===== src/rtl/ezs_mul.sv =====
`timescale 1ns / 1ps
// ----------------------------------------------------------------------------
// ezs_mul
// Shared 32x32 unsigned multiplier with a registered product.
// ----------------------------------------------------------------------------
module ezs_mul (
    input  logic        i_clk,
    input  logic [31:0] i_a,
    input  logic [31:0] i_b,
    output logic [63:0] o_p
);

    logic [63:0] r_p;

    always_ff @(posedge i_clk) begin
        r_p <= 64'(i_a) * 64'(i_b);
    end

    assign o_p = r_p;

endmodule


===== config.mk =====
export PLATFORM = sky130hd
export DESIGN_NAME = ezs_mul
export DESIGN_NICKNAME = d
export VERILOG_FILES = /design/src/rtl/ezs_mul.sv
export SDC_FILE = /design/constraint.sdc
export NUM_CORES = 2
export LEC_CHECK = 0
export BUFFER_PORTS_ARGS = -buffer_cell sky130_fd_sc_hd__buf_2
export CORE_MARGIN = 2
export CORE_UTILIZATION = 50
export DETAILED_ROUTE_END_ITERATION = 12
export PLACE_DENSITY = 0.73
export REMOVE_ABC_BUFFERS = 1
export SETUP_SLACK_MARGIN = 0.2
export SLEW_MARGIN = 20
export SYNTH_ARGS = -nofsm -noshare
export SYNTH_HDL_FRONTEND = slang
export SYNTH_SLANG_ARGS = --single-unit

===== constraint.sdc =====
create_clock -name i_clk -period 15.6 [get_ports i_clk]
set_input_delay 3.12 -clock i_clk [delete_from_list [all_inputs] [get_ports i_clk]]
set_output_delay 3.12 -clock i_clk [all_outputs]
set_load 0.01 [all_outputs]

==> results.toml <==
[run_status]
status = "finished, final reports clean"

[final_layout]
layout.nets = 4898
area_delta_synth_final_pct = 3.922
drive_gt1_share_pct = 4.566
mostFrequentLayoutCells = "fa_1 (896), inv_1 (865), and2_1 (602)"
nFillCells = 6190
instances_no_fill = 4613
largest_register_ffs = 64
final_common_cell = "fa_1"

[routing]
dr.pass1.iters = 5
ant_nets = 0
vias = 24780
post_drt_via_cell_ratio = 5.372
drt_iter0_markers = 1450
wirelength_um = 88050
wire_per_inst_um = 19.09
drc = 0

[worst_setup_path]
end_kind = "flip-flop"
worst-endpoint-required_ns = 15.90
crit_path_top_delay_cell = "buf_2"
max_stage_delay_ns = 0.57
critPathMostFrequentCell = "fa_1"
worstPathCellList = "buf_2 > and2_1 > fa_1 > fa_1 > inv_1 > fa_1 > fa_1 > inv_1 > fa_1 > fa_1 > fa_1 > fa_1 > ha_1 > nand4_1 > or4_1 > or3_1 > a31oi_1 > a31o_2 > a211oi_1 > o21ai_1 > xor2_1"
crit_start = "i_b[10]"
path_class = "in -> reg"
worst_ep_arrival_time_ns = 10.91
worstPathMaxFanout = 32
critPathLaunchType = "input port"

[job]
drv_cap = 0

[synth]
yosysTopAreaCell = "fa_1"
synth-compound-area-share_pct = 4.153
ys_types = 57
syn_avg_cell_area_um2 = 9.252
syn_area_um2 = 34680
syn_inst = 3748
synthXorXnorAreaFrac_pct = 1.515
ys_top_cells_by_area = "fa_1 (52%), and2_1 (11%), ha_1 (9.5%)"
synth_top_family_by_area = "adder cells"
yosys_warnings = 0
ys_seq_area_share_pct = 3.695
synth_top_cell_area_share_pct = 51.73
yosys-mux-area-fraction_pct = 0.02887
synth_flop_cell = "dfxtp_1"
synth-simple-area-share_pct = 17.62
postSynth.asyncResetShare_pct = 0
synth_edf_count = 0
synthAdderAreaFrac_pct = 61.22
ys_ff_latch = 64

[timing]
finalSetupTns_ns = 0
rsz0062_at_grt = "no"
worstMarginPinSlew_ns = 0.8793
max_slew_margin_pct = 41.38
fmax_ghz = 0.09419
fin_crit_sh_pct = 68.06
final_period_minus_worst_setup_slack_ns = 10.62
finalHoldViolations = 0
finalHoldWorstSlack_ns = 3.394
setup_viol = 0
drv_slew = 0

[cts]
ctsLongestPathBuffers = 2
htree_levels = 3
cts_tree = "built"
clock-sinks = 64
root_buffer = "clkbuf_16"
clkSlewWorstSetupHoldPaths_ns = 0.06
post_cts_buffers = 0
holdBufCountCts = 0
cts-resized-gates = 0
cts_buffers = 9

[placed_design]
place_congestion = 0.9480
dp_cells = 4594
port_buffers = 128
dp.final_hpwl_um = 70020

[floorplan]
core_area_um2 = 68590
fp.dieArea_um2 = 71470
placementRows = 96
initial_utilization_pct = 50.56
io-pin-count = 129
die_width_um = 267.3
die_h_um = 267.3

[global_route]
grt_start_max_net_pins = 33
grt_pass1_vias = 27650
grt_pass1_wl_um = 145200
grt_overflow_total = 0
antenna_found_initial = 4
grt_usage_pct = 26.19

[worst_hold_path]
hp-class = "in -> reg"
hold_path.startpoint = "i_a[0]"
path summary, 6_finish.rpt:
path | endpoint | slack, ns | cells past startpoint
max | o_p[62] | 4.98 | 21
min | o_p[0] | 3.39 | 3
logic make-up (layout without fill, tap and decap cells):
kind of cell / count (synthesis) / after routing
adders and majority gates: 1159 / 1159
AOI/OAI and AO/OA: 202 / 202
xor gates and xnor gates: 60 / 60
muxes: 1 / 1
buffers and inverters: 1085 / 1016
other: 0 / 3
and+or+nand+nor: 1177 / 1177
DFF: 64 / 64
per-stage QoR:
stage                     setup slack [ns]  cell area (um^2)  utilization [%]
after global routing                 4.625             36030            52.53
after global placement               4.805             35700            52.05
final                                4.983             36040            52.54
after floorplan                      6.011             33840                -
after CTS                            5.053             36030            52.53
after detailed placement             4.694             35700            52.05
worst max-delay path: cells and delay by family:
| family | cells | cell delay (ns) |
|---|---|---|
| AO/OA/AOI/OAI | 4 | 1.03 |
| XOR/XNOR | 1 | 0.16 |
| adder cells (fa/ha/maj) | 9 | 4.52 |
| buffers and inverters | 3 | 0.69 |
| AND/OR/NAND/NOR | 4 | 1.32 |
synthesized netlist by cell type, types with 4 or more instances:
cell type    n
a21o_1      40
a21oi_1     63
a221o_1      4
a31oi_1     12
and2_1     602
and3_1      14
buf_2        6
clkbuf_1   213
dfxtp_1     64
fa_1       896
ha_1       263
inv_1      865
nand2_1    480
nand3_1     10
nand4_1     23
nor2_1      20
nor3_1       7
o21a_1       9
o21ai_0     21
o21ai_1      5
o21bai_1    10
xnor2_1     35
xor2_1      25
layout make-up:
| cell class | instances | area, um^2 | share of cell area, % |
|---|---|---|---|
| multi-input combinational | 2599 | 29310 | 81.35 |
| inverter | 865 | 3247 | 9.010 |
| sequential | 64 | 1281 | 3.555 |
| tap | 931 | 1165 | 3.233 |
| timing repair buffer | 135 | 693.2 | 1.924 |
| clock buffer | 9 | 225.2 | 0.6250 |
| clock inverter | 7 | 102.6 | 0.2847 |
| antenna | 3 | 7.507 | 0.02083 |
per-layer routing:
metal | global-route usage (%) | vias up | wire [um]
li1 | - | 10680 | -
met1 | 33.12 | 12980 | 34310
met2 | 45.91 | 920 | 44380
met3 | 3.126 | 199 | 5748
met4 | 10.14 | 2 | 3601
met5 | 0 | - | 13
Power is not shown: default switching activity piles up to over one toggle a cycle in this logic, so the estimate is an artifact.
