==> src/rtl/ezs_div.sv <==
`timescale 1ns / 1ps
// ----------------------------------------------------------------------------
// ezs_div
// Restoring divider, 48-bit dividend by 32-bit divisor, one bit per cycle.
// ----------------------------------------------------------------------------
module ezs_div (
    input  logic        i_clk,
    input  logic        i_rst_n,
    input  logic        i_start,
    input  logic [47:0] i_dividend,
    input  logic [31:0] i_divisor,
    output logic        o_done,
    output logic [47:0] o_quot
);

    logic        r_busy;
    logic        r_done;
    logic [5:0]  r_cnt;
    logic [31:0] r_rem;
    logic [47:0] r_quot;
    logic [31:0] r_dvs;
    logic [32:0] rem_sh;
    logic [32:0] diff;
    logic        take;

    assign rem_sh = {r_rem, r_quot[47]};
    assign diff   = rem_sh - {1'b0, r_dvs};
    assign take   = (rem_sh >= {1'b0, r_dvs});

    always_ff @(posedge i_clk) begin
        if (!i_rst_n) begin
            r_busy <= 1'b0;
            r_done <= 1'b0;
            r_cnt  <= '0;
        end else begin
            r_done <= 1'b0;
            if (i_start) begin
                r_busy <= 1'b1;
                r_cnt  <= '0;
            end else if (r_busy) begin
                r_cnt <= r_cnt + 6'd1;
                if (r_cnt == 6'd47) begin
                    r_busy <= 1'b0;
                    r_done <= 1'b1;
                end
            end
        end
    end

    always_ff @(posedge i_clk) begin
        if (i_start) begin
            r_rem  <= '0;
            r_quot <= i_dividend;
            r_dvs  <= i_divisor;
        end else if (r_busy) begin
            r_rem  <= take ? diff[31:0] : rem_sh[31:0];
            r_quot <= {r_quot[46:0], take};
        end
    end

    assign o_done = r_done;
    assign o_quot = r_quot;

endmodule

==> config.mk <==
export PLATFORM = sky130hd
export DESIGN_NAME = ezs_div
export DESIGN_NICKNAME = d
export VERILOG_FILES = /design/src/rtl/ezs_div.sv
export SDC_FILE = /design/constraint.sdc
export NUM_CORES = 1
export LEC_CHECK = 0
export ABC_CLOCK_PERIOD_IN_PS = 3200
export BUFFER_PORTS_ARGS = -buffer_cell sky130_fd_sc_hd__buf_2
export CAP_MARGIN = 0
export CORE_UTILIZATION = 45
export CTS_CLUSTER_DIAMETER = 200
export DETAILED_ROUTE_END_ITERATION = 8
export PLACE_DENSITY = 0.68
export SETUP_SLACK_MARGIN = 0.3
export SYNTH_ARGS = -nofsm -noshare
export SYNTH_HDL_FRONTEND = slang
export SYNTH_SLANG_ARGS = --single-unit
==> constraint.sdc <==
create_clock -name i_clk -period 3.2 [get_ports i_clk]
set_input_delay 0.32 -clock i_clk [delete_from_list [all_inputs] [get_ports i_clk]]
set_output_delay 0.32 -clock i_clk [all_outputs]
set_load 0.01 [all_outputs]
==> results of run 1 <==
[cell type report]
type / count / area, um^2
Inverter: 40 / 150.1
Tap cell: 184 / 230.2
Sequential cell: 120 / 3204
Multi-Input combinational cell: 421 / 3566
Clock inverter: 13 / 168.9
Fill cell: 1203 / 5886
Timing Repair Buffer: 156 / 895.9
Clock buffer: 19 / 432.9
[registers in the layout, summed over array words and instances (netlist names)]
register,count
r_busy,1
o_done,1
r_dvs,32
o_quot,48
r_cnt,6
r_rem,32
[cell usage in the layout (no fill, tap or decap), types with 5 or more instances in the layout]
cell type  instances
xnor2_1           17
buf_4             21
o21ai_0           12
a21oi_1           37
ha_1              13
mux2_2            49
a211oi_1          24
xor2_1            14
nand2b_1           8
ha_2               8
nand4_1           11
nor2_1            48
nor3_1             5
mux2i_1           28
o21bai_1           6
nand3_1            7
o21a_1             9
nand2_1           40
buf_2            130
dfxtp_1           39
clkbuf_16         18
inv_1             39
ha_4              12
a21o_1            11
a31oi_1            5
edfxtp_1          80
[metrics by stage]
| stage | cells | cell area (um^2) | hold slack, ns |
|---|---|---|---|
| floorplan | 610 | 6681 | 0.4189 |
| global placement | 905 | 7502 | 0.4644 |
| detailed placement | 905 | 7502 | 0.4792 |
| CTS | 939 | 8197 | 0.06369 |
| global route | 953 | 8648 | 0.05974 |
| finish | 953 | 8648 | 0.08128 |
[kinds of logic (layout without fill, tap and decap cells)]
group	count (synthesis)	in the layout	synth area share [%]
xor+xnor	31	31	4.064
compound gates	139	140	14.93
simple gates	137	137	9.401
flops	120	120	47.94
mux	79	79	12.79
buf+inv	70	228	4.401
fa+ha+maj	34	34	6.479
[power groups by stage]
stage                     clock (W)  combinational [W]  sequential, W
after floorplan                   0           0.000719        0.00194
after global placement            0           0.000995        0.00193
after detailed placement          0            0.00101        0.00193
after CTS                   0.00198            0.00104        0.00190
after global routing        0.00204            0.00131        0.00193
final                       0.00195            0.00121        0.00191
[metal layers]
metal | GRT usage [%] | part of all wire [%]
met3 | 7.509 | 6.5
met1 | 25.88 | 43
met2 | 33.33 | 48
met4 | 7.681 | 1.8
met5 | 0 | 0
[how the worst max path moves through the flow]
stage / start / to
2_1_floorplan: o_quot[47] / r_rem[30]
3_3_place_gp: r_dvs[26] / r_rem[16]
3_5_place_dp: o_quot[47] / r_rem[30]
4_1_cts: o_quot[47] / r_rem[30]
5_1_grt: o_quot[47] / r_rem[30]
6_report: r_dvs[0] / r_rem[30]
[timing repair]
action / CTS / global route
resized for setup: 17 / 56
endpoints found under the setup margin: 32 / 33
gates cloned: 0 / 2
buffers inserted: 2 / 12
pin swaps: 6 / 16
==> impl_metrics.env, run 1 <==
export IMPL_cts_buffers=17
export IMPL_start_kind="flip-flop"
export IMPL_remaining_drc_errors=0
export IMPL_grt_use_total_pct=20.90
export IMPL_finalWorstSetupSlack_ns=0.2197
export IMPL_max_freq_ghz=0.3355
export IMPL_switching_share_pct=28.48
export IMPL_ys_ff_latch=120
export IMPL_min_from="i_divisor[3]"
export IMPL_r2r_start="r_dvs[0]"
export IMPL_crit_family="compound AO/OA/AOI/OAI gates"
export IMPL_p_int_w=0.003624
export IMPL_grt_pass1_vias=5122
export IMPL_tightest_slew_ns=0.6781
export IMPL_critical_path_depth=10
export IMPL_synth_most_common_cell="edfxtp_1"
export IMPL_synth_seq_area_share_pct=47.94
export IMPL_yosysUniqueCellTypes=54
export IMPL_cts_sinks=120
export IMPL_cts_path_max_buffers=2
export IMPL_rr_worst_depth=10
export IMPL_cts_root_buf="clkbuf_16"
export IMPL_layout_drive_gt1_share_pct=37.84
export IMPL_period_minus_slack_ns=2.980
export IMPL_drtIter0Drc=260
export IMPL_fin_setup_tns_ns=0
export IMPL_path_cells="ha_4, fa_2, nor2b_4, o2111ai_4, a2111oi_4, o31ai_2, a41oi_2, a41oi_2, mux2_4, a311oi_2"
export IMPL_ys_async_sr_fraction_pct=0
export IMPL_path_buf_inv=0
export IMPL_slowest_delay_ns=0.44
export IMPL_dp_hpwl_um=10700
export IMPL_hold_class="in2reg"
export IMPL_antenna_found_initial=0
export IMPL_synth_warnings=0
export IMPL_worst_setup_path_type="reg2reg"
export IMPL_syn_nets=727
export IMPL_rsz0062_at_grt="yes"
export IMPL_synth_edff_count=80
export IMPL_port_buffers=131
export IMPL_arrival_ns=3.31
export IMPL_synthFlopType="edfxtp_1"
export IMPL_postRouteAntennaNets=0
export IMPL_hold_violations=0
export IMPL_yosysTopAreaCell="edfxtp_1"
export IMPL_powerDensity_mw_per_mm2=585.9
export IMPL_cts_tree="done"
export IMPL_slew_headroom_pct=54.79
export IMPL_totalWireLength_um=15850
export IMPL_grt_pass1_wl_um=24580
export IMPL_synth_top_cells_by_area="edfxtp_1 36%, dfxtp_1 12%, mux2_2 8.4%"
export IMPL_worst_path_most_repeated_cell="a41oi_2"
export IMPL_vias=5224
export IMPL_crit_fanout=3
export IMPL_clkLatencyLatePin_ns=0.41
export IMPL_grt_max_degree=49
export IMPL_wl_per_cell_um=16.63
export IMPL_diodes=0
export IMPL_cp_required_ns=3.52
export IMPL_min_to="r_dvs[3]"
export IMPL_p_total_w=0.005067
export IMPL_maxCapViolCount=0
export IMPL_hold_buffers=0
export IMPL_h_tree_depth=4
export IMPL_p_leak_nw=3.537
export IMPL_area_delta_synth_final_pct=29.44
export IMPL_pwr_share_comb_pct=23.8
export IMPL_dr_pass1_iters=5
export IMPL_p_clk_share_pct=38.5
export IMPL_overflow=0
export IMPL_drv_slew=0
export IMPL_syn_area_mm2=0.006681
export IMPL_synth_top_cells_by_count="80 x edfxtp_1, 50 x mux2_2, 48 x nor2_1"
export IMPL_r2r_slack_ns=0.22
export IMPL_dieArea_mm2=0.01534
export IMPL_p_sw_w=0.001443
export IMPL_peakVddDrop_mv=0.4235
export IMPL_holdPathStages=1
export IMPL_utilization_pct=59.50
export IMPL_io_pins=132
export IMPL_postSynthCellCount=610
export IMPL_r2r_end="r_rem[30]"
export IMPL_routed_via_density=5.482
export IMPL_clkSlewWorstSetupHoldPaths_ns=0.06
export IMPL_fin_skew_ns=0.008025
export IMPL_setup_viol=0
export IMPL_dp_slack_ns=0.05180
export IMPL_yosysTopAreaCellShare_pct=35.96
export IMPL_die_y_um=123.9
export IMPL_die_w_um=123.9
export IMPL_core_area_mm2=0.01453
export IMPL_initial_core_util_pct=45.97
export IMPL_avgSynthCellArea_um2=10.95
export IMPL_end_kind="flip-flop"
export IMPL_gp_congestion=0.9069
export IMPL_outcome="completed"
export IMPL_rows=44
export IMPL_slowest_stage="a2111oi_4"
export IMPL_nets=873
export IMPL_post_route_period_util_pct=93.14
export IMPL_seqPwrFrac_pct=37.7
Power figures use the tool's default switching activity.
==> run 2: changes to the inputs <==
- SETUP_SLACK_MARGIN: 0.3 -> default
==> impl_metrics.env, run 2 (synthesized netlist as in run 1, its figures left out) <==
export IMPL_die_w_um=123.9
export IMPL_die_y_um=123.9
export IMPL_grt_max_degree=49
export IMPL_clkLatencyLatePin_ns=0.41
export IMPL_drtIter0Drc=201
export IMPL_dp_slack_ns=0.05180
export IMPL_slowest_stage="o31ai_1"
export IMPL_p_clk_share_pct=39.9
export IMPL_setup_viol=0
export IMPL_postCtsSetupBuffers=0
export IMPL_slew_headroom_pct=55.47
export IMPL_max_freq_ghz=0.3257
export IMPL_core_area_mm2=0.01453
export IMPL_totalWireLength_um=14720
export IMPL_vias=5043
export IMPL_dieArea_mm2=0.01534
export IMPL_postLayoutCellArea_mm2=0.008135
export IMPL_grt_use_total_pct=20.44
export IMPL_end_kind="flip-flop"
export IMPL_arrival_ns=3.39
export IMPL_p_int_w=0.003509
export IMPL_p_leak_nw=3.439
export IMPL_dp_hpwl_um=10700
export IMPL_initial_core_util_pct=45.97
export IMPL_maxCapViolCount=0
export IMPL_port_buffers=131
export IMPL_nets=857
export IMPL_peakVddDrop_mv=0.4181
export IMPL_utilization_pct=55.97
export IMPL_slowest_delay_ns=0.45
export IMPL_cts_tree="done"
export IMPL_outcome="completed"
export IMPL_path_cells="inv_1, ha_1, a21o_1, a21oi_1, a2111oi_4, o31ai_1, a41oi_2, a41oi_1, mux2_2, a311oi_1"
export IMPL_postRouteAntennaNets=0
export IMPL_rows=44
export IMPL_remaining_drc_errors=0
export IMPL_routed_via_density=5.382
export IMPL_clkSlewWorstSetupHoldPaths_ns=0.06
export IMPL_seqPwrFrac_pct=39.1
export IMPL_largest_reg_flops=48
export IMPL_pwr_share_comb_pct=21.0
export IMPL_post_route_period_util_pct=95.94
export IMPL_p_sw_w=0.001361
export IMPL_cts_sinks=120
export IMPL_area_delta_synth_final_pct=21.76
export IMPL_tightest_slew_ns=0.6679
export IMPL_final_common_cell="buf_2"
export IMPL_dp_cells=905
export IMPL_gp_congestion=0.9069
export IMPL_hold_class="in2reg"
export IMPL_cp_required_ns=3.52
export IMPL_grt_pass1_wl_um=24020
export IMPL_cts_path_max_buffers=2
export IMPL_cts_root_buf="clkbuf_16"
export IMPL_antenna_found_initial=0
export IMPL_start_kind="flip-flop"
export IMPL_h_tree_depth=4
export IMPL_crit_fanout=5
export IMPL_stdcell_count=937
export IMPL_powerDensity_mw_per_mm2=598.6
export IMPL_overflow=0
export IMPL_grt_pass1_vias=5022
export IMPL_finalWorstSetupSlack_ns=0.1300
export IMPL_p_total_w=0.004870
export IMPL_period_minus_slack_ns=3.070
export IMPL_worst_setup_path_type="reg2reg"
export IMPL_io_pins=132
export IMPL_fin_skew_ns=0.007540
export IMPL_dr_pass1_iters=5
export IMPL_postPlaceCellArea_mm2=0.007502
export IMPL_final_cell_mix="130 x buf_2, 80 x edfxtp_1, 50 x mux2_2"
export IMPL_wl_per_cell_um=15.71
export IMPL_diodes=0
export IMPL_layout_drive_gt1_share_pct=31.21
export IMPL_switching_share_pct=27.95
export IMPL_hold_buffers=0
export IMPL_cts_buffers=17
export IMPL_drv_slew=0
export IMPL_hold_violations=0
## run 2: cell types whose count changed in the layout (fill, tap and decap cells not counted), moves of 2 or more
cell,delta
ha_4,-12
a31oi_4,-2
o31ai_1,+2
ha_1,+20
o31ai_2,-2
nor2b_1,+2
a21oi_2,-3
a21oi_1,+4
buf_12,-2
nor2b_4,-2
buf_4,-11
ha_2,-8
## run 2: area by class of cell
class / count / area (um^2)
Multi-Input combinational cell: 420 / 3212
Tap cell: 184 / 230.2
Fill cell: 1286 / 6399
Sequential cell: 120 / 3204
Clock buffer: 19 / 432.9
Inverter: 40 / 150.1
Clock inverter: 13 / 168.9
Timing Repair Buffer: 141 / 737.0
## run 2: what timing repair did
item,CTS,global route
resized for setup,0,6
endpoints found under the hold margin,0,0
setup endpoints to repair,0,10
## run 2: stage by stage
step | setup TNS, ns | hold WS [ns]
floorplan | 0 | 0.4189
global placement | 0 | 0.4644
detailed placement | 0 | 0.4792
CTS | 0 | 0.06369
global route | -0.01522 | 0.05834
finish | 0 | 0.07983
## run 2: per-layer routing
metal / GRT usage (%) / vias up / wire [um]
li1: - / 2507 / -
met1: 25.68 / 2360 / 6560
met2: 32.53 / 166 / 6982
met3: 7.326 / 10 / 1033
met4: 6.702 / 0 / 142
met5: 0 / - / 0
## run 2: power by group through the flow
stage / sequential, W / combinational [W] / clock (W)
after floorplan: 0.00194 / 0.000719 / 0
after global placement: 0.00193 / 0.000995 / 0
after detailed placement: 0.00193 / 0.00101 / 0
after CTS: 0.00190 / 0.00101 / 0.00198
after global routing: 0.00192 / 0.00113 / 0.00205
final: 0.00190 / 0.00102 / 0.00195
## run 2: critical path, delay by kind of cell (launching register included)
kind                     cells  cell delay (ns)
multiplexers                 1             0.36
flip-flops                   1             0.31
AO/OA/AOI/OAI                7             1.90
buffers and inverters        1             0.04
adder cells (fa/ha/maj)      1             0.36
## run 2: worst paths after layout
check / slack (ns) / from / end / cells after the start
max: 0.13 / r_dvs[4] / r_rem[30] / 10
min: 0.08 / i_divisor[3] / r_dvs[3] / 1
min reg2reg: 0.49 / r_rem[11] / r_rem[11] / 2
max reg2reg: 0.13 / r_dvs[4] / r_rem[30] / 10
