--- config.mk ---
export PLATFORM = sky130hd
export DESIGN_NAME = ezs_sqrt
export DESIGN_NICKNAME = d
export VERILOG_FILES = /design/src/rtl/ezs_sqrt.sv
export SDC_FILE = /design/constraint.sdc
export NUM_CORES = 1
export LEC_CHECK = 0
export BUFFER_PORTS_ARGS = -buffer_cell sky130_fd_sc_hd__buf_2
export CORE_ASPECT_RATIO = 2
export CORE_MARGIN = 8
export CORE_UTILIZATION = 43
export CTS_CLUSTER_DIAMETER = 150
export DETAILED_ROUTE_END_ITERATION = 6
export SKIP_CTS_REPAIR_TIMING = 1
export SLEW_MARGIN = 20
export SYNTH_ARGS = -nofsm -noshare
export SYNTH_HDL_FRONTEND = slang
export SYNTH_SLANG_ARGS = --single-unit
--- constraint.sdc ---
create_clock -name i_clk -period 4.3 [get_ports i_clk]
set_clock_uncertainty 0.2 [all_clocks]
set_input_delay 0.86 -clock i_clk [delete_from_list [all_inputs] [get_ports i_clk]]
set_output_delay 0.86 -clock i_clk [all_outputs]
set_load 0.005 [all_outputs]
--- src/rtl/ezs_sqrt.sv ---
`timescale 1ns / 1ps
// ----------------------------------------------------------------------------
// ezs_sqrt
// Digit-by-digit integer square root of a 64-bit value, one bit per cycle.
// ----------------------------------------------------------------------------
module ezs_sqrt (
    input  logic        i_clk,
    input  logic        i_rst_n,
    input  logic        i_start,
    input  logic [63:0] i_rad,
    output logic        o_done,
    output logic [31:0] o_root
);

    logic        r_busy;
    logic        r_done;
    logic [4:0]  r_cnt;
    logic [63:0] r_rad;
    logic [33:0] r_rem;
    logic [31:0] r_root;
    logic [35:0] rem_sh;
    logic [35:0] trial;
    logic        take;

    assign rem_sh = {r_rem, r_rad[63:62]};
    assign trial  = {2'b00, r_root, 2'b01};
    assign take   = (rem_sh >= trial);

    always_ff @(posedge i_clk) begin
        if (!i_rst_n) begin
            r_busy <= 1'b0;
            r_done <= 1'b0;
            r_cnt  <= '0;
        end else begin
            r_done <= 1'b0;
            if (i_start) begin
                r_busy <= 1'b1;
                r_cnt  <= '0;
            end else if (r_busy) begin
                r_cnt <= r_cnt + 5'd1;
                if (r_cnt == 5'd31) begin
                    r_busy <= 1'b0;
                    r_done <= 1'b1;
                end
            end
        end
    end

    always_ff @(posedge i_clk) begin
        if (i_start) begin
            r_rad  <= i_rad;
            r_rem  <= '0;
            r_root <= '0;
        end else if (r_busy) begin
            r_rad  <= {r_rad[61:0], 2'b00};
            r_rem  <= take ? 34'(rem_sh - trial) : rem_sh[33:0];
            r_root <= {r_root[30:0], take};
        end
    end

    assign o_done = r_done;
    assign o_root = r_root;

endmodule

==> flow_summary.ini, run 1 <==
[run_status]
status = finished clean

[timing]
fmax_mhz = 291
finalSetupTns_ns = 0
period_share_pct = 79.8
slew_headroom_pct = 45.9
worst_slew_pin_slew_ns = 0.811
final-max-slew-violation-count = 0
period_minus_slack_ns = 3.43
hold_viol = 0
setup_violations = 0
rsz0062_at_grt = false

[synth]
syn-instance-count = 755
syn_nets = 858
async_flop_share_pct = 0
ys_seq_elements = 137
synth_area_sq_mm = 0.00767
syn_area_per_cell_sq_um = 10.2
synth_ff_type = dfxtp_1
synth_edf_count = 64
ys_types = 68
yosysSeqAreaShare_pct = 44.1
ys_warn_count = 0

[worst_setup_path]
crit_type = reg2reg
path_max_fanout = 22
crit_arrival_ns = 3.56
worstPathRequired_ns = 4.43
startpoint_type = flop
end_kind = flop

[clock_network]
cts-buffers-inserted = 17
clock_latency_ns = 0.43
cts_htree_levels = 4
clk_pin_slew_worst_paths_ns = 0.06
cts_sinks = 137
cts_tree = yes
clockBufferDepth = 2
cts-root-buf = clkbuf_16

[global_routing]
grt_pass1_vias = 6015
globalRouteOverflowTotal = 0
antenna_found_initial = 0
track_usage_pct = 15.9
grt_max_degree = 131
grt_pass1_wl_mm = 29.8

[floorplan]
initial_utilization_pct = 43.6
dieHeight_um = 205
fp-row-count = 69
io_pins = 100
core_area_sq_mm = 0.0176
die_w_um = 110
fp.dieArea_sq_mm = 0.0226

[min_path]
hold_class = reg2reg

[finish]
fillers = 1664
utilization_pct = 51.0
multiInputGateArea_sq_mm = 0.00393
diodes = 0
area_delta_synth_final_pct = 17.1
layout-drive-gt1-share_pct = 27.6
nets = 945
regArea_sq_mm = 0.00339

[drt]
first_pass_iters = 4
vias = 5776
drc = 0
wl_per_cell_um = 16.7
postRouteAntennaNets = 0
drtIter0Drc = 253
drt_wl_total_mm = 17.8
viasPerCell = 5.41

[power]
total_power_mw = 5.68
power.leakage_nw = 3.65
ir_drop_v = 0.000290
power_density_mw_per_mm2 = 632

[placed_design]
routabilityCongestion = 0.813
hpwl_mm = 12.2
numPortBuffers = 99

[flow_run]
cap_violations = 0
## through the flow
step	setup slack (ns)	instances	cell area (sq um)	hold slack (ns)
after CTS	0.524	1068	8980	0.276
after floorplan	1.49	755	7670	0.243
after global routing	0.613	1068	8980	0.296
after detailed placement	0.557	1036	8300	0.262
final	0.868	1068	8980	0.280
after global placement	0.739	1036	8300	0.253
## worst paths after layout
kind / from / to / slack (ns) / cells past startpoint
min reg2reg: r_rem[33] / r_rem[33] / 0.28 / 1
min: r_rem[33] / r_rem[33] / 0.28 / 1
max: o_root[4] / r_rem[24] / 0.87 / 12
max reg2reg: o_root[4] / r_rem[24] / 0.87 / 12
## sequential cells by signal, summed over array words and instances, names as in the netlist
name,count
r_cnt,5
r_busy,1
r_rem,34
o_done,1
r_rad,64
o_root,32
## report_power, final
part | switching, mW | leakage (nW) | internal [mW]
Clock | 0.597 | 0.325 | 1.11
Sequential | 0.101 | 1.24 | 1.53
Combinational | 1.42 | 2.09 | 0.915
Total | 2.12 | 3.65 | 3.56
## cell usage in the layout, fill, tap and decap left out, drive strengths merged, types with 14 or more instances in the layout
cell type and count:
nand2 70, inv 50, mux2i 36, buf 103, a311oi 23, ha 36, edfxtp 64, nor2 85
nand3 14, dfxtp 73, a21oi 45, o21ai 25, clkbuf 19, mux2 62
## final cells by class
| class | count | share of cell area (%) |
|---|---|---|
| clock buffer | 19 | 4.93 |
| clock inverter | 13 | 2.66 |
| inverter | 46 | 1.92 |
| multi-input combinational | 537 | 43.8 |
| sequential | 137 | 37.7 |
| tap | 213 | 2.97 |
| timing repair buffer | 103 | 6.02 |
## synth_stat cells, types with 3 or more instances
| cell | n | area share (%) |
|---|---|---|
| nor2_1 | 82 | 4.0 |
| dfxtp_1 | 73 | 19 |
| edfxtp_1 | 64 | 25 |
| mux2_2 | 62 | 9.1 |
| nand2_1 | 59 | 2.9 |
| inv_1 | 46 | 2.3 |
| a21oi_1 | 45 | 2.9 |
| ha_1 | 36 | 5.9 |
| mux2i_1 | 36 | 4.7 |
| clkbuf_1 | 22 | 1.1 |
| o21ai_0 | 16 | 1.0 |
| nand3_1 | 14 | 0.91 |
| a311oi_1 | 13 | 1.5 |
| xnor2_1 | 13 | 1.5 |
| a311oi_2 | 10 | 2.0 |
| nand2_2 | 10 | 0.82 |
| nor3_1 | 10 | 0.65 |
| a21o_1 | 9 | 0.88 |
| nand2b_1 | 9 | 0.73 |
| o21ai_1 | 9 | 0.59 |
| xor2_1 | 9 | 1.0 |
| o21a_1 | 8 | 0.78 |
| a211oi_1 | 7 | 0.68 |
| and3_1 | 7 | 0.57 |
| nand4_1 | 6 | 0.49 |
| a31oi_1 | 5 | 0.41 |
| buf_1 | 5 | 0.24 |
| or3_1 | 5 | 0.41 |
| a211oi_2 | 4 | 0.65 |
| and2_1 | 4 | 0.33 |
| nor2b_1 | 4 | 0.33 |
| o211ai_1 | 4 | 0.39 |
| buf_6 | 3 | 0.44 |
| nor2_2 | 3 | 0.24 |
| o31a_1 | 3 | 0.34 |
## kinds of logic (layout without fill, tap and decap cells)
group | Yosys count | after routing | share of synthesized area [%]
AOI/OAI and AO/OA | 157 | 157 | 15.4
DFF | 137 | 137 | 44.1
muxes | 98 | 98 | 13.8
xor gates and xnor gates | 22 | 22 | 2.51
buffers and inverters | 81 | 181 | 4.70
adders and majority gates | 36 | 36 | 5.87
and+or+nand+nor | 224 | 224 | 13.6
## routing by layer
| metal | GRT usage (%) | part of all wire (%) | vias up |
|---|---|---|---|
| li1 | - | - | 2912 |
| met1 | 18.2 | 44 | 2737 |
| met2 | 27.8 | 51 | 106 |
| met3 | 3.49 | 3.6 | 21 |
| met4 | 6.46 | 2.0 | 0 |
| met5 | 0 | 0 | - |
## critical path: stages (launching register included)
cell,delay (ns)
dfxtp_1,0.37
inv_1,0.06
ha_1,0.37
a21o_1,0.21
a21oi_1,0.25
a211oi_2,0.10
o21ba_4,0.24
o211ai_4,0.23
a211oi_2,0.14
nor2_4,0.52
buf_4,0.28
nand2_1,0.07
a311oi_1,0.26
Note: power is estimated with default switching activity, not from simulation.
==> run 2: changes to the inputs <==
Clock period 4.3 ns to 3.55 ns, I/O delays scaled along.
==> run 2 against run 1 <==
  * Maximum frequency increased by 6.8%
  * Clock power is essentially flat
  * Critical path depth fell by 1
  * Largest power group unchanged
  * First-iteration DRC count fell by 7.5%
  * Power rose by 15%
  * Via count shrank 0.28%
  * Routed wire length shrank 0.97%
  * Clock-buffer cell count fell by 2
  * Critical path type unchanged
  * Highest routed layer unchanged
==> flow_summary.ini, run 2 (same netlist as run 1, synthesis figures left out) <==
[floorplan]
core_area_sq_mm = 0.0176
initial_utilization_pct = 43.6
io_pins = 100
fp-row-count = 69
die_w_um = 110
dieHeight_um = 205
fp.dieArea_sq_mm = 0.0226

[drt]
vias = 5760
postRouteAntennaNets = 0
drc = 0
first_pass_iters = 4
drtIter0Drc = 234
drt_wl_total_mm = 17.7
wl_per_cell_um = 16.5
viasPerCell = 5.37

[global_routing]
grt_pass1_wl_mm = 29.3
grt_pass1_vias = 5958
antenna_found_initial = 0
globalRouteOverflowTotal = 0
track_usage_pct = 15.6
grt_max_degree = 131

[timing]
final-max-slew-violation-count = 0
period_share_pct = 90.5
worst_slack_ns = 0.335
period_minus_slack_ns = 3.21
rsz0062_at_grt = false
finalSetupTns_ns = 0
fmax_mhz = 311
worst_slew_pin_slew_ns = 0.652
setup_violations = 0
slew_headroom_pct = 56.5
hold_viol = 0

[clock_network]
cts_tree = yes
cts-root-buf = clkbuf_16
clock_latency_ns = 0.42
cts-buffers-inserted = 17
clockBufferDepth = 2
cts_sinks = 137
clk_pin_slew_worst_paths_ns = 0.06
cts_htree_levels = 4

[min_path]
hold_class = reg2reg

[finish]
final_cell_mix = buf_2 (98), nor2_1 (82), dfxtp_1 (72)
layout-drive-gt1-share_pct = 27.8
nets = 949
multiInputGateArea_sq_mm = 0.00393
diodes = 0
area_delta_synth_final_pct = 16.0
regMostFlops = r_rad
fillers = 1663
regArea_sq_mm = 0.00339
final_common_cell = buf_2
largest_register_ffs = 64

[placed_design]
routabilityCongestion = 0.815
hpwl_mm = 12.3
numPortBuffers = 99
pre_cts_ws_ns = 0.361

[flow_run]
cap_violations = 0

[worst_setup_path]
worstPathRequired_ns = 3.66
crit_arrival_ns = 3.32
path_max_fanout = 29
startpoint_type = flop
end_kind = flop
crit_type = reg2reg

[power]
power.leakage_nw = 3.63
ir_drop_v = 0.000434
power_density_mw_per_mm2 = 733
total_power_mw = 6.53

[run_status]
status = finished clean
run 2: changes by cell type in the layout (fill, tap and decap cells not counted), moves of 2 or more:
cell | before | now
clkinv_1 | 0 | 2
buf_4 | 4 | 7
bufinv_16 | 6 | 1
inv_6 | 4 | 8
run 2: layout make-up:
class,instances,share of cell area [%]
Multi-Input combinational cell,537,44.1
Sequential cell,137,38.1
Timing Repair Buffer,107,6.55
Clock buffer,17,4.78
Tap cell,213,2.99
Inverter,46,1.94
Clock inverter,15,1.53
run 2: power breakdown:
part | switching (mW) | internal (mW)
logic | 1.71 | 1.13
clock network | 0.737 | 0.978
registers | 0.120 | 1.85
run 2: worst paths after layout:
check                           startpoint         to  slack (ns)  cells after the start
worst max register to register   o_root[4]  r_rem[33]        0.34                     11
worst max-delay path             o_root[4]  r_rem[33]        0.34                     11
worst min-delay path             r_rem[25]  r_rem[25]        0.29                      2
worst min register to register   r_rem[25]  r_rem[25]        0.29                      2
run 2: stage by stage:
stage,hold slack [ns],cells,area (sq um),util (%)
final,0.287,1072,8900,50.5
after global routing,0.292,1072,8900,50.5
after CTS,0.284,1072,8900,50.5
after detailed placement,0.272,1040,8340,47.3
after global placement,0.255,1040,8340,47.3
after floorplan,0.243,755,7670,-
run 2: critical path, cell delays in order, from the launching register on:
cell and delay (ns):
dfxtp_1 0.37, inv_1 0.06, ha_1 0.37, a21o_1 0.22, a21oi_1 0.25, a211oi_2 0.10
o21ba_4 0.24, o211ai_4 0.22, a211o_2 0.26, nand2_4 0.28, o21a_1 0.28, a32o_1 0.24
run 2: layer usage:
metal,track usage [%],vias to the layer above,part of all wire (%)
met5,0,-,0
met4,6.99,0,2.5
met3,3.49,26,3.2
met2,26.0,93,50
met1,18.9,2721,44
li1,-,2920,-
==> run 3: changes to the inputs <==
Settings changed: REMOVE_ABC_BUFFERS set to 1.
==> run 3 against run 2 <==
  * Non-clock buffer count is 2 lower
  * Clock power increased by 4%
  * First-iteration DRC count rose by 29%
  * Power up 0.66%
  * Global-route usage fell by 0.62 points
  * Setup slack got worse by 0.052 ns
  * Final cell count fell by 0.19%
  * Die area stayed put
  * Sequential share of layout area is 0.064 points lower
  * Utilization up 0.085 points
  * Critical endpoint is now r_rem[21]
  * Largest cell class unchanged
  * Largest power group unchanged
  * Highest routed layer unchanged
==> flow_summary.ini, run 3 (same netlist as run 1, synthesis figures left out) <==
[clock_network]
cts-root-buf = clkbuf_16
cts-buffers-inserted = 17
clk_pin_slew_worst_paths_ns = 0.06
clockBufferDepth = 2
cts_sinks = 137
clock_latency_ns = 0.43
cts_tree = yes
cts_htree_levels = 4

[timing]
fmax_mhz = 306
worst_slack_ns = 0.283
rsz0062_at_grt = false
hold_viol = 0
worst_slew_pin_slew_ns = 0.830
setup_violations = 0
slew_headroom_pct = 44.7
final-max-slew-violation-count = 0
period_share_pct = 92.0
period_minus_slack_ns = 3.27

[worst_setup_path]
path_max_fanout = 15
slowest_delay_ns = 0.39
cp_slowest_cell = nor2_2
crit_type = reg2reg
path_common_cell = a211oi_2
worstPathCellList = inv_1, ha_1, nor2b_4, o31ai_4, a211oi_2, o21ba_4, o211ai_4, a211oi_2, nor2_2, buf_4, a21oi_1, a211oi_1
rr_startpoint = o_root[0]
worstPathRequired_ns = 3.67
crit_arrival_ns = 3.39
startpoint_type = flop
reg2reg_slack_ns = 0.28
crit_start = o_root[0]
end_kind = flop

[global_routing]
grt_pass1_wl_mm = 28.1
antenna_found_initial = 0
globalRouteOverflowTotal = 0
grt_pass1_vias = 5696
track_usage_pct = 15.0
grt_max_degree = 131

[drt]
drc = 0
drtIter0Drc = 302
first_pass_iters = 4
drt_wl_total_mm = 16.9
wl_per_cell_um = 15.8
postRouteAntennaNets = 0
vias = 5707
viasPerCell = 5.33

[finish]
utilization_pct = 50.6
final_common_cell = buf_2
diodes = 0
regMostFlops = r_rad
fillers = 1699
nets = 947
layout-drive-gt1-share_pct = 27.7
largest_register_ffs = 64
stdcell_area_sq_mm = 0.00891
area_delta_synth_final_pct = 16.2
final_cell_mix = buf_2 (98), nor2_1 (82), dfxtp_1 (72)

[power]
ir_drop_v = 0.000376
total_power_mw = 6.57
power_density_mw_per_mm2 = 737
power.leakage_nw = 3.63

[floorplan]
die_w_um = 110
fp.dieArea_sq_mm = 0.0226
io_pins = 100
initial_utilization_pct = 43.6
fp-row-count = 69
core_area_sq_mm = 0.0176
dieHeight_um = 205

[run_status]
status = finished clean

[flow_run]
cap_violations = 0

[placed_design]
numPortBuffers = 99
pre_cts_ws_ns = 0.287
postPlaceCellArea_sq_mm = 0.00832
hpwl_mm = 11.5
routabilityCongestion = 0.822

[min_path]
min_from = r_rem[32]
hold_class = reg2reg
run 3: worst paths after layout:
kind | cells after the start | endpoint
max | 12 | r_rem[21]
min | 2 | r_rem[32]
max reg2reg | 12 | r_rem[21]
min reg2reg | 2 | r_rem[32]
run 3: metrics by stage:
stage | hold WS [ns] | setup TNS (ns) | cells
2_1_floorplan | 0.243 | -98.01 | 720
3_3_place_gp | 0.262 | 0 | 1038
3_5_place_dp | 0.275 | 0 | 1038
4_1_cts | 0.288 | 0 | 1070
5_1_grt | 0.315 | 0 | 1070
6_report | 0.295 | 0 | 1070
run 3: final cells by class:
class,count,area [sq um],area share [%]
sequential,137,3390,38.0
multi-input combinational,537,3930,44.1
tap,213,267,2.99
clock inverter,14,163,1.82
inverter,46,173,1.94
clock buffer,18,429,4.81
timing repair buffer,105,568,6.37
run 3: critical path, delay by kind of cell (launching register included):
kind,cells,cell delay (ns)
simple gates,2,0.56
flops,1,0.38
compound gates,7,1.28
buf+inv,2,0.36
fa+ha+maj,1,0.37
run 3: metal layers:
layer | up-vias | routed length, um | global-route usage (%) | part of all wire (%)
met2 | 95 | 8310 | 24.7 | 49
li1 | 2918 | - | - | -
met1 | 2676 | 7530 | 18.3 | 45
met4 | 0 | 284 | 6.02 | 1.7
met3 | 18 | 754 | 3.87 | 4.5
met5 | - | 0 | 0 | 0
run 3: power by group:
| group | total, mW | leakage (nW) | switching, mW | internal (mW) |
|---|---|---|---|---|
| combinational | 2.81 | 2.10 | 1.69 | 1.12 |
| clock | 1.79 | 0.283 | 0.741 | 1.05 |
| sequential | 1.97 | 1.24 | 0.112 | 1.85 |
| total | 6.57 | 3.63 | 2.54 | 4.03 |
